`config.mk`:
```
export PLATFORM = sky130hd
export DESIGN_NAME = glob_to_regex_translator_top
export DESIGN_NICKNAME = d
export VERILOG_FILES = /design/src/gtr_pkg.sv /design/src/gtr_front.sv /design/src/gtr_queue.sv /design/src/gtr_back.sv /design/src/glob_to_regex_translator_top.sv
export SDC_FILE = /design/constraint.sdc
export NUM_CORES = 1
export LEC_CHECK = 0
export ABC_AREA = 1
export BUFFER_PORTS_ARGS = -buffer_cell sky130_fd_sc_hd__clkbuf_2
export CAP_MARGIN = 25
export CORE_AREA = 4 4 142 144
export CTS_BUF_LIST = sky130_fd_sc_hd__clkbuf_16
export DETAILED_ROUTE_END_ITERATION = 12
export DIE_AREA = 0 0 146 148
export HOLD_SLACK_MARGIN = 0.06
export PLACE_DENSITY_LB_ADDON = 0.25
export SKIP_LAST_GASP = 1
export SYNTH_ARGS = -nofsm -noshare
export SYNTH_HDL_FRONTEND = slang
export SYNTH_SLANG_ARGS = --single-unit
```
`constraint.sdc`:
```
create_clock -name clock -period 13.55 [get_ports clock]
set_clock_uncertainty 0.15 [all_clocks]
set_input_delay 0.6775 -clock clock [delete_from_list [all_inputs] [get_ports clock]]
set_output_delay 0.6775 -clock clock [all_outputs]
set_load 0.005 [all_outputs]
```
`src/gtr_pkg.sv`:
```
`timescale 1ns / 1ps

package gtr_pkg;

   typedef enum logic [2:0] {
      MODE_START,
      MODE_BANG,
      MODE_BSLASH,
      MODE_NORMAL,
      MODE_CLASS,
      MODE_GROUP
   } mode_type;

   typedef enum logic [1:0] {
      PRE_NONE,
      PRE_CARET,
      PRE_PREFIX
   } pre_type;

   typedef struct packed {
      pre_type    pre;
      logic [1:0] bs_cnt;
      logic [2:0] body_len;
      logic       body_any;
      logic [7:0] body_char;
      logic       close_en;
      logic [7:0] close_char;
      logic       mark;
      logic       last;
   } cmd_type;

   localparam logic [7:0] CH_BANG   = 8'h21;
   localparam logic [7:0] CH_DOLLAR = 8'h24;
   localparam logic [7:0] CH_LPAREN = 8'h28;
   localparam logic [7:0] CH_RPAREN = 8'h29;
   localparam logic [7:0] CH_STAR   = 8'h2A;
   localparam logic [7:0] CH_PLUS   = 8'h2B;
   localparam logic [7:0] CH_COMMA  = 8'h2C;
   localparam logic [7:0] CH_DOT    = 8'h2E;
   localparam logic [7:0] CH_SLASH  = 8'h2F;
   localparam logic [7:0] CH_COLON  = 8'h3A;
   localparam logic [7:0] CH_QUEST  = 8'h3F;
   localparam logic [7:0] CH_LBRACK = 8'h5B;
   localparam logic [7:0] CH_BSLASH = 8'h5C;
   localparam logic [7:0] CH_RBRACK = 8'h5D;
   localparam logic [7:0] CH_CARET  = 8'h5E;
   localparam logic [7:0] CH_LBRACE = 8'h7B;
   localparam logic [7:0] CH_PIPE   = 8'h7C;
   localparam logic [7:0] CH_RBRACE = 8'h7D;

   localparam logic [2:0] PREFIX_LEN   = 3'd7;
   localparam logic [2:0] ANY_LEN      = 3'd4;
   localparam logic [2:0] ANY_STAR_LEN = 3'd5;

   localparam logic [2:0] SEG_PRE   = 3'd0;
   localparam logic [2:0] SEG_BS    = 3'd1;
   localparam logic [2:0] SEG_BODY  = 3'd2;
   localparam logic [2:0] SEG_CLOSE = 3'd3;
   localparam logic [2:0] SEG_MARK  = 3'd4;
   localparam int         SEG_COUNT = 5;

   function automatic logic is_meta(input logic [7:0] c);
      return c == CH_DOT || c == CH_PIPE || c == CH_PLUS || c == CH_CARET ||
             c == CH_DOLLAR || c == CH_LPAREN || c == CH_RPAREN;
   endfunction

   // The text "(?:/|^)".
   function automatic logic [7:0] prefix_byte(input logic [2:0] idx);
      logic [7:0] b;
      case (idx)
         3'd0:    b = CH_LPAREN;
         3'd1:    b = CH_QUEST;
         3'd2:    b = CH_COLON;
         3'd3:    b = CH_SLASH;
         3'd4:    b = CH_PIPE;
         3'd5:    b = CH_CARET;
         default: b = CH_RPAREN;
      endcase
      return b;
   endfunction

   // The text "[^/]*".
   function automatic logic [7:0] any_byte(input logic [2:0] idx);
      logic [7:0] b;
      case (idx)
         3'd0:    b = CH_LBRACK;
         3'd1:    b = CH_CARET;
         3'd2:    b = CH_SLASH;
         3'd3:    b = CH_RBRACK;
         default: b = CH_STAR;
      endcase
      return b;
   endfunction

endpackage

```
`src/gtr_front.sv`:
```
`timescale 1ns / 1ps

module gtr_front (
   input  logic            clock,
   input  logic            reset,
   input  logic            req_tvalid,
   output logic            req_tready,
   input  logic [7:0]      req_tdata,
   input  logic            req_tlast,
   input  logic            queue_full,
   output logic            push,
   output gtr_pkg::cmd_type push_cmd
);
   import gtr_pkg::*;

   mode_type   mode_ff, mode_in, mode_body;
   logic       cjo_ff, cjo_in;
   logic       accept, hold;
   logic [7:0] c;
   logic       last;
   cmd_type    cmd;

   assign c          = req_tdata;
   assign last       = req_tlast;
   assign req_tready = !queue_full;
   assign accept     = req_tvalid && req_tready;
   assign hold       = (mode_ff == MODE_START) && !last && (c == CH_BANG || c == CH_BSLASH);

   // Next state.
   always_comb begin
      mode_body = mode_ff;
      cjo_in    = cjo_ff;
      case (mode_ff)
         MODE_CLASS: begin
            cjo_in = 1'b0;
            if (!(cjo_ff && c == CH_BANG) && c == CH_RBRACK) begin
               mode_body = MODE_NORMAL;
            end
         end
         MODE_GROUP: begin
            if (c == CH_RBRACE) begin
               mode_body = MODE_NORMAL;
            end
         end
         default: begin
            if (mode_ff == MODE_START && c == CH_BANG) begin
               mode_body = last ? MODE_START : MODE_BANG;
            end else if (mode_ff == MODE_START && c == CH_BSLASH) begin
               mode_body = last ? MODE_START : MODE_BSLASH;
            end else if (c == CH_LBRACK) begin
               mode_body = MODE_CLASS;
               cjo_in    = 1'b1;
            end else if (c == CH_LBRACE) begin
               mode_body = MODE_GROUP;
            end else begin
               mode_body = MODE_NORMAL;
            end
         end
      endcase
      mode_in = mode_body;
      if (last) begin
         mode_in = MODE_START;
         cjo_in  = 1'b0;
      end
   end

   // Command for the expander.
   always_comb begin
      logic     body_on;
      mode_type body_mode;
      body_on   = 1'b0;
      body_mode = MODE_NORMAL;
      cmd       = '0;
      cmd.last  = last;
      case (mode_ff)
         MODE_START: begin
            if (c == CH_BANG) begin
               cmd.pre = last ? PRE_PREFIX : PRE_NONE;
            end else if (c == CH_BSLASH) begin
               cmd.pre    = last ? PRE_PREFIX : PRE_NONE;
               cmd.bs_cnt = last ? 2'd1 : 2'd0;
            end else begin
               cmd.pre = (c == CH_SLASH) ? PRE_CARET : PRE_PREFIX;
               body_on = 1'b1;
            end
         end
         MODE_BANG: begin
            cmd.pre = (c == CH_SLASH) ? PRE_CARET : PRE_PREFIX;
            body_on = 1'b1;
         end
         MODE_BSLASH: begin
            cmd.pre    = PRE_PREFIX;
            cmd.bs_cnt = (c != CH_BANG) ? 2'd1 : 2'd0;
            body_on    = 1'b1;
         end
         MODE_CLASS, MODE_GROUP: begin
            body_on   = 1'b1;
            body_mode = mode_ff;
         end
         default: begin
            body_on = 1'b1;
         end
      endcase

      if (body_on) begin
         cmd.body_char = c;
         cmd.body_len  = 3'd1;
         case (body_mode)
            MODE_CLASS: begin
               if (cjo_ff && c == CH_BANG) begin
                  cmd.body_char = CH_CARET;
               end
            end
            MODE_GROUP: begin
               if (is_meta(c)) begin
                  cmd.bs_cnt = cmd.bs_cnt + 2'd1;
               end else if (c == CH_RBRACE) begin
                  cmd.body_char = CH_RPAREN;
               end else if (c == CH_COMMA) begin
                  cmd.body_char = CH_PIPE;
               end
            end
            default: begin
               if (is_meta(c)) begin
                  cmd.bs_cnt = cmd.bs_cnt + 2'd1;
               end else if (c == CH_LBRACE) begin
                  cmd.body_char = CH_LPAREN;
               end else if (c == CH_QUEST) begin
                  cmd.body_any = 1'b1;
                  cmd.body_len = ANY_LEN;
               end else if (c == CH_STAR) begin
                  cmd.body_any = 1'b1;
                  cmd.body_len = ANY_STAR_LEN;
               end else if (c == CH_SLASH && last) begin
                  cmd.body_len = 3'd0;
               end
            end
         endcase
      end

      if (last && mode_body == MODE_CLASS) begin
         cmd.close_en   = 1'b1;
         cmd.close_char = CH_RBRACK;
      end else if (last && mode_body == MODE_GROUP) begin
         cmd.close_en   = 1'b1;
         cmd.close_char = CH_RPAREN;
      end

      cmd.mark = last && cmd.pre == PRE_NONE && cmd.bs_cnt == 2'd0 &&
                 cmd.body_len == 3'd0 && !cmd.close_en;
   end

   assign push     = accept && !hold;
   assign push_cmd = cmd;

   always_ff @(posedge clock) begin
      if (reset) begin
         mode_ff <= MODE_START;
         cjo_ff  <= 1'b0;
      end else if (accept) begin
         mode_ff <= mode_in;
         cjo_ff  <= cjo_in;
      end
   end

endmodule

```
`src/gtr_queue.sv`:
```
`timescale 1ns / 1ps

module gtr_queue #(
   parameter int DEPTH = 4
) (
   input  logic             clock,
   input  logic             reset,
   input  logic             push,
   input  gtr_pkg::cmd_type push_cmd,
   output logic             full,
   output logic             head_valid,
   output gtr_pkg::cmd_type head_cmd,
   input  logic             pop
);
   import gtr_pkg::*;

   localparam int PTR_W = $clog2(DEPTH);
   localparam int CNT_W = $clog2(DEPTH + 1);

   cmd_type            mem_ff [DEPTH];
   logic [PTR_W-1:0]   wr_ptr_ff, wr_ptr_in;
   logic [PTR_W-1:0]   rd_ptr_ff, rd_ptr_in;
   logic [CNT_W-1:0]   count_ff, count_in;
   logic               do_pop;

   assign full       = count_ff == CNT_W'(DEPTH);
   assign head_valid = count_ff != '0;
   assign head_cmd   = mem_ff[rd_ptr_ff];
   assign do_pop     = pop && head_valid;

   always_comb begin
      wr_ptr_in = wr_ptr_ff;
      rd_ptr_in = rd_ptr_ff;
      count_in  = count_ff;
      if (push) begin
         wr_ptr_in = (wr_ptr_ff == PTR_W'(DEPTH - 1)) ? '0 : wr_ptr_ff + PTR_W'(1);
      end
      if (do_pop) begin
         rd_ptr_in = (rd_ptr_ff == PTR_W'(DEPTH - 1)) ? '0 : rd_ptr_ff + PTR_W'(1);
      end
      if (push && !do_pop) begin
         count_in = count_ff + CNT_W'(1);
      end else if (do_pop && !push) begin
         count_in = count_ff - CNT_W'(1);
      end
   end

   always_ff @(posedge clock) begin
      if (push) begin
         mem_ff[wr_ptr_ff] <= push_cmd;
      end
   end

   always_ff @(posedge clock) begin
      if (reset) begin
         wr_ptr_ff <= '0;
         rd_ptr_ff <= '0;
         count_ff  <= '0;
      end else begin
         wr_ptr_ff <= wr_ptr_in;
         rd_ptr_ff <= rd_ptr_in;
         count_ff  <= count_in;
      end
   end

endmodule

```
`src/gtr_back.sv`:
```
`timescale 1ns / 1ps

module gtr_back (
   input  logic             clock,
   input  logic             reset,
   input  logic             head_valid,
   input  gtr_pkg::cmd_type head_cmd,
   output logic             pop,
   output logic             rsp_tvalid,
   input  logic             rsp_tready,
   output logic [7:0]       rsp_tdata,
   output logic [0:0]       rsp_tuser,
   output logic             rsp_tlast
);
   import gtr_pkg::*;

   logic [2:0] seg_ff, seg_in;
   logic [2:0] idx_ff, idx_in;
   logic [2:0] seg_len [SEG_COUNT];
   logic [2:0] cur_seg, idx_eff;
   logic       more_in_seg, any_after, final_beat, emit;
   logic [7:0] byte_out;

   logic       rsp_valid_ff, rsp_valid_in;
   logic [7:0] rsp_char_ff;
   logic       rsp_present_ff, rsp_last_ff;

   always_comb begin
      case (head_cmd.pre)
         PRE_CARET:  seg_len[SEG_PRE] = 3'd1;
         PRE_PREFIX: seg_len[SEG_PRE] = PREFIX_LEN;
         default:    seg_len[SEG_PRE] = 3'd0;
      endcase
      seg_len[SEG_BS]    = {1'b0, head_cmd.bs_cnt};
      seg_len[SEG_BODY]  = head_cmd.body_len;
      seg_len[SEG_CLOSE] = {2'b00, head_cmd.close_en};
      seg_len[SEG_MARK]  = {2'b00, head_cmd.mark};
   end

   // The current segment is the first non-empty one at or after the stored one.
   always_comb begin
      cur_seg   = SEG_MARK;
      any_after = 1'b0;
      for (int s = SEG_COUNT - 1; s >= 0; s--) begin
         if (3'(s) >= seg_ff && seg_len[s] != 3'd0) begin
            cur_seg = 3'(s);
         end
      end
      for (int s = 0; s < SEG_COUNT; s++) begin
         if (3'(s) > cur_seg && seg_len[s] != 3'd0) begin
            any_after = 1'b1;
         end
      end
      idx_eff     = (cur_seg == seg_ff) ? idx_ff : 3'd0;
      more_in_seg = ({1'b0, idx_eff} + 4'd1) < {1'b0, seg_len[cur_seg]};
      final_beat  = !more_in_seg && !any_after;
   end

   always_comb begin
      case (cur_seg)
         SEG_PRE:   byte_out = (head_cmd.pre == PRE_CARET) ? CH_CARET : prefix_byte(idx_eff);
         SEG_BS:    byte_out = CH_BSLASH;
         SEG_BODY:  byte_out = head_cmd.body_any ? any_byte(idx_eff) : head_cmd.body_char;
         SEG_CLOSE: byte_out = head_cmd.close_char;
         default:   byte_out = 8'h00;
      endcase
   end

   assign emit = head_valid && (!rsp_valid_ff || rsp_tready);
   assign pop  = emit && final_beat;

   always_comb begin
      seg_in = seg_ff;
      idx_in = idx_ff;
      if (emit) begin
         if (final_beat) begin
            seg_in = SEG_PRE;
            idx_in = 3'd0;
         end else if (more_in_seg) begin
            seg_in = cur_seg;
            idx_in = idx_eff + 3'd1;
         end else begin
            seg_in = cur_seg + 3'd1;
            idx_in = 3'd0;
         end
      end
      rsp_valid_in = emit ? 1'b1 : (rsp_valid_ff && !rsp_tready);
   end

   always_ff @(posedge clock) begin
      if (reset) begin
         seg_ff       <= SEG_PRE;
         idx_ff       <= 3'd0;
         rsp_valid_ff <= 1'b0;
      end else begin
         seg_ff       <= seg_in;
         idx_ff       <= idx_in;
         rsp_valid_ff <= rsp_valid_in;
      end
   end

   always_ff @(posedge clock) begin
      if (emit) begin
         rsp_char_ff    <= byte_out;
         rsp_present_ff <= cur_seg != SEG_MARK;
         rsp_last_ff    <= final_beat && head_cmd.last;
      end
   end

   assign rsp_tvalid = rsp_valid_ff;
   assign rsp_tdata  = rsp_char_ff;
   assign rsp_tuser  = rsp_present_ff;
   assign rsp_tlast  = rsp_last_ff;

endmodule

```
`src/glob_to_regex_translator_top.sv`:
```
`timescale 1ns / 1ps

// Channel   Direction  tdata          tuser          tlast
// req_      in         glob_char[7:0] -              end_of_glob
// rsp_      out        regex_char[7:0] char_present  end_of_regex
//
// One regex byte leaves per cycle while rsp_ does not stall; a glob byte
// yields from 1 to 13 of them, and a held leading '!' or backslash yields none.
// The expander in the back part produces these bytes, one per cycle.
// Reset is synchronous and empties the queue and the output register.
// The front keeps accepting while the queue has room, even if rsp_ stalls.
module glob_to_regex_translator_top #(
   parameter int QUEUE_DEPTH = 4
) (
   input  logic       clock,
   input  logic       reset,
   input  logic       req_tvalid,
   output logic       req_tready,
   input  logic [7:0] req_tdata,   // glob_char[7:0]
   input  logic       req_tlast,
   output logic       rsp_tvalid,
   input  logic       rsp_tready,
   output logic [7:0] rsp_tdata,   // regex_char[7:0]
   output logic [0:0] rsp_tuser,   // char_present[0]
   output logic       rsp_tlast
);
   import gtr_pkg::*;

   logic    push, queue_full, head_valid, pop;
   cmd_type push_cmd, head_cmd;

   gtr_front u_front (
      .clock      (clock),
      .reset      (reset),
      .req_tvalid (req_tvalid),
      .req_tready (req_tready),
      .req_tdata  (req_tdata),
      .req_tlast  (req_tlast),
      .queue_full (queue_full),
      .push       (push),
      .push_cmd   (push_cmd)
   );

   gtr_queue #(
      .DEPTH (QUEUE_DEPTH)
   ) u_queue (
      .clock      (clock),
      .reset      (reset),
      .push       (push),
      .push_cmd   (push_cmd),
      .full       (queue_full),
      .head_valid (head_valid),
      .head_cmd   (head_cmd),
      .pop        (pop)
   );

   gtr_back u_back (
      .clock      (clock),
      .reset      (reset),
      .head_valid (head_valid),
      .head_cmd   (head_cmd),
      .pop        (pop),
      .rsp_tvalid (rsp_tvalid),
      .rsp_tready (rsp_tready),
      .rsp_tdata  (rsp_tdata),
      .rsp_tuser  (rsp_tuser),
      .rsp_tlast  (rsp_tlast)
   );

endmodule

```
* Yosys cells after proc, flatten, opt, wreduce, memory -nomap -nowiden
Memories as Yosys holds them, arrays and structs flattened. A register that Yosys moved wholly into a read port is not among the register bits.
Cells that the tools add are included.
** Storage, ports and cells
- Output and inout port bits :: 12
- Memories kept :: 1
- Register bits after elaboration :: 28
- Bits of input ports :: 13
- Logic and storage cells :: 221
- Memory bits (writable) :: 108
** Operators by class
- Muxes and demuxes :: 79
- Bitwise operators :: 1
- Reductions and logical operators :: 66
- Equality and inequality tests :: 44
- Add/sub/neg operators :: 8
- Order comparisons :: 11
** Memory list
- u_queue.mem_ff :: words 4, bits a word 27, read ports 1, clocked after memory_dff 1, write ports 1, RTL line gtr_queue.sv:20 : cmd_type mem_ff [DEPTH];
** Operator list (count)
- 8-bit by 6-bit == test with 1-bit output, second input constant :: 10
- 3-bit two-way mux :: 22
- 8-bit by 7-bit == test with 1-bit output, second input constant :: 7
- 8-bit two-way mux :: 6
- 7-bit case mux with 6 select lines :: 1
- 1-bit logical AND :: 32
- 8-bit case mux with 4 select lines :: 1
- 7-bit case mux with 4 select lines :: 1
- 3-bit == test, second input constant :: 9
- 2-bit two-way mux :: 13
- 1-bit two-way mux :: 20
- 9-bit two-way mux :: 2
- 8-bit case mux with 2 select lines :: 1
- 3-bit by 2-bit == test with 1-bit output, second input constant :: 5
- 3-bit nonzero test :: 5
- 14-bit two-way mux :: 1
- 3-bit zero test :: 4
- 12-bit two-way mux :: 1
- 4-bit two-way mux :: 3
- 3-bit case mux with 2 select lines :: 2
- 1-bit zero test :: 11
- 3-bit by 1-bit adder with 3-bit output, second input constant :: 3
- 3-bit binary-select mux with 3-bit select :: 1
- 3-bit by 1-bit == test with 1-bit output, second input constant :: 3
- 26 further kinds :: 45

* Longest topological paths before layout
- Depth in word-level cells :: 20
- Depth in mapped cells :: 32
- Depth with buffers taken out :: 29

* By module
From an unflattened synthesis, not the netlist that was laid out.
** Second synthesis, totals
- Cells, all modules :: 700
- Area total of the unflattened synthesis :: 6921.6 um^2
** Modules (own cells, without submodules)
- gtr_queue :: area each 4529.3 um^2, seq. area each 3423.3 um^2, instances 1, cells each 325
- gtr_back :: area each 1412.6 um^2, seq. area each 440.4 um^2, instances 1, cells each 200
- gtr_front :: area each 979.7 um^2, seq. area each 80.1 um^2, instances 1, cells each 175

* Least setup slack after synthesis
OpenSTA, ideal clock, no wires.
- Kind :: reg2reg
- From :: reg (tool-made name)
- To :: reg u_queue.count_ff[2]
- Required time :: 13278 ps
- Library setup time :: 122 ps
- Setup slack :: 8529 ps
- Period minus slack after synthesis :: 5021 ps
- Buffers on the path :: 3
- Stages on the path, launching flop included :: 31
- Arrival :: 4749 ps
- Cells stage by stage :: dfxtp_1 -> buf_4 -> clkbuf_1 -> clkbuf_1 -> nand2_1 -> a32oi_1 -> inv_1 -> ha_1 -> nor3_2 -> inv_1 -> nand2_2 -> nor2_8 -> nand2_2 -> nand3_4 -> nor2_4 -> nand2_1 -> inv_1 -> ha_1 -> ha_1 -> inv_1 -> ha_1 -> nand2_4 -> nand2_8 -> nand3_4 -> ha_1 -> inv_1 -> fa_1 -> a21oi_1 -> o21ai_0 -> o21ai_0 -> a21oi_1
** RTL lines
- to (signal assigned) :: RTL line gtr_queue.sv:62 : count_ff <= count_in;
- to (decl) :: RTL line gtr_queue.sv:23 : logic [CNT_W-1:0] count_ff, count_in;

==> flow_summary.ini <==
[worst_setup_path]
arrival_ns = 5.62
worstPathRequired_ns = 13.65
crit_fanout = 39
cpPeakStageDelay_ns = 0.52
cp-start-kind = flip-flop
critPathCaptureType = flip-flop
critical_path.slowest_cell = inv_2
critPathKind = reg -> reg

[sta]
worst_pin_slew_ns = 0.929
fin_tns_setup_ns = 0
timing_hold_violations_final = 0
rsz0062_at_grt = no
drv_slew = 0
hold_slack_ns = 0.327
finalCritPeriodShare_pct = 40.7
fin_crit_ns = 5.52
fmax_mhz = 181
slew_headroom_pct = 37.5
finalSetupViolCount = 0

[logic_synthesis]
synth_cells = 585
synth_top_area_share_pct = 46.4
syn-num-nets = 618
ys.flop_type = edfxtp_1
ys_seq_area_share_pct = 53.5
synth_cell_types = 46
ys_ff_latch = 106
netlist_top_cells_count = nand2_1, edfxtp_1, inv_1, nor2_1, a21oi_1
yosys.area.top_type = edfxtp_1
async_reset_ff_share_pct = 0
avgSynthCellArea_um2 = 9.52
yosysMostFrequentCell = nand2_1
syn-cell-area_um2 = 5570
yosys-top-cells-area = edfxtp_1, dfxtp_1, nand2_1
synth_edf_count = 86
yosys_warnings = 0

[placement]
port_buffers = 24
gp_congestion = 0.882
dp_hpwl_um = 9800
dp_cells = 834
dpl_cell_area_um2 = 5950

[global_routing]
grt_pass1_wl_um = 21900
grt_max_degree = 40
first_global_vias = 4223
antenna_found_initial = 0
grt_use_total_pct = 12.9
grt_overflow = 0

[final_layout]
n_fill_cell = 1876
fin_cells = 850
n_antenna_cell = 0
drive_gt1_share_pct = 16.2
design_area_um2 = 6260
area_growth_pct = 12.5
nNetsFinal = 644

[clock_tree]
post_cts_buffers = 0
clk_latency_ns = 0.36
numCtsBuffers = 9
root_buffer = clkbuf_16
cts_resized = 0
tritoncts = yes
clk_pin_slew_ns = 0.07
h-tree-depth = 3
clock_sinks = 106
hold_buffers = 0
clk_path_buf_depth = 2

[drt]
avgRoutedWirePerCell_um = 15.7
ant_nets = 0
firstDrtPassIters = 5
post_drt_via_cell_ratio = 4.84
drc_errors = 0
drtIter0Drc = 286
totalWireLength_um = 13300
vias = 4117

[floorplan]
coreArea_um2 = 18700
die_area_um2 = 21600
die_h_um = 148
initial_core_util_pct = 29.8
num_rows = 50
die_width_um = 146
io_pins = 25

[power]
total_power_w = 0.000974
power.leakage_nw = 2.52
power_density_nw_per_um2 = 156
ir_drop_uv = 60.9

[run]
cap_violations = 0

[hold_path]
worstHoldPathType = reg -> reg

[run_status]
status = complete, no violations
stage by stage:
step           utilization (%)  setup slack, ns
3_3_place_gp              31.8             8.27
6_report                  33.5             8.03
2_1_floorplan                -             8.53
5_1_grt                   33.5             7.45
4_1_cts                   33.5             8.03
3_5_place_dp              31.8             8.04
worst max-delay path: cells and delay by family (launching register included):
kind	cells	cell delay (ns)
buffers and inverters	7	1.28
and+or+nand+nor	11	1.33
AOI/OAI and AO/OA	5	0.76
adders and majority gates	6	1.59
DFF	1	0.30
flip-flops by register name, indices dropped and copies added (netlist names), 2 cells and up, named ones only:
register           cells
u_back.rsp_tdata       8
u_front.mode_ff        3
u_queue.mem_ff        76
u_queue.count_ff       3
u_back.idx_ff          3
u_back.seg_ff          3
u_queue.wr_ptr_ff      2
u_queue.rd_ptr_ff      2
layer usage:
| metal | share of wire (%) | vias to the layer above | GRT usage (%) |
|---|---|---|---|
| li1 | - | 2062 | - |
| met1 | 48 | 1956 | 16.6 |
| met2 | 47 | 86 | 21.2 |
| met3 | 4.0 | 13 | 3.19 |
| met4 | 1.4 | 0 | 4.23 |
| met5 | 0 | - | 0 |
cell families (layout without fill, tap and decap cells):
| group | count (synthesis) | after routing | share of synthesized area [%] |
|---|---|---|---|
| fa+ha+maj | 20 | 20 | 4.63 |
| xor+xnor | 1 | 1 | 0.157 |
| simple gates | 248 | 248 | 21.7 |
| flops | 106 | 106 | 53.5 |
| buf+inv | 94 | 125 | 6.90 |
| compound gates | 116 | 116 | 13.0 |
power by group:
part	switching [W]	internal, W	total (W)
Sequential	0.0000149	0.000397	0.000412
Clock	0.000121	0.000156	0.000277
Combinational	0.000193	0.0000927	0.000285
path summary, 6_finish.rpt:
check             depth (start not counted)              from                  end  slack (ns)
setup / recovery                         29         flip-flop  u_queue.count_ff[2]        8.03
hold / removal                            2  u_back.idx_ff[0]     u_back.idx_ff[0]        0.33
setup reg to reg                         29         flip-flop  u_queue.count_ff[2]        8.03
hold reg to reg                           2  u_back.idx_ff[0]     u_back.idx_ff[0]        0.33
layout make-up:
type,instances,area [um2],share of cell area [%]
Sequential cell,106,2980,47.6
Multi-Input combinational cell,385,2200,35.2
Inverter,79,302,4.81
Tap cell,234,293,4.67
Clock buffer,10,250,3.99
Timing Repair Buffer,30,165,2.64
Clock inverter,6,68.8,1.10
layout by cell type, fill, tap and decap left out, types with 8 or more instances in the layout:
master,synthesis,layout
dfxtp_1,20,20
nor3_1,13,13
nand2_1,104,104
o21ai_0,32,32
nand3_1,31,31
a21oi_1,39,39
nand2_2,14,14
ha_1,19,19
clkbuf_16,0,10
inv_2,8,8
nor2_1,62,62
clkbuf_2,0,24
inv_1,69,69
edfxtp_1,86,86
No activity file was read; power rests on OpenSTA's default activity.
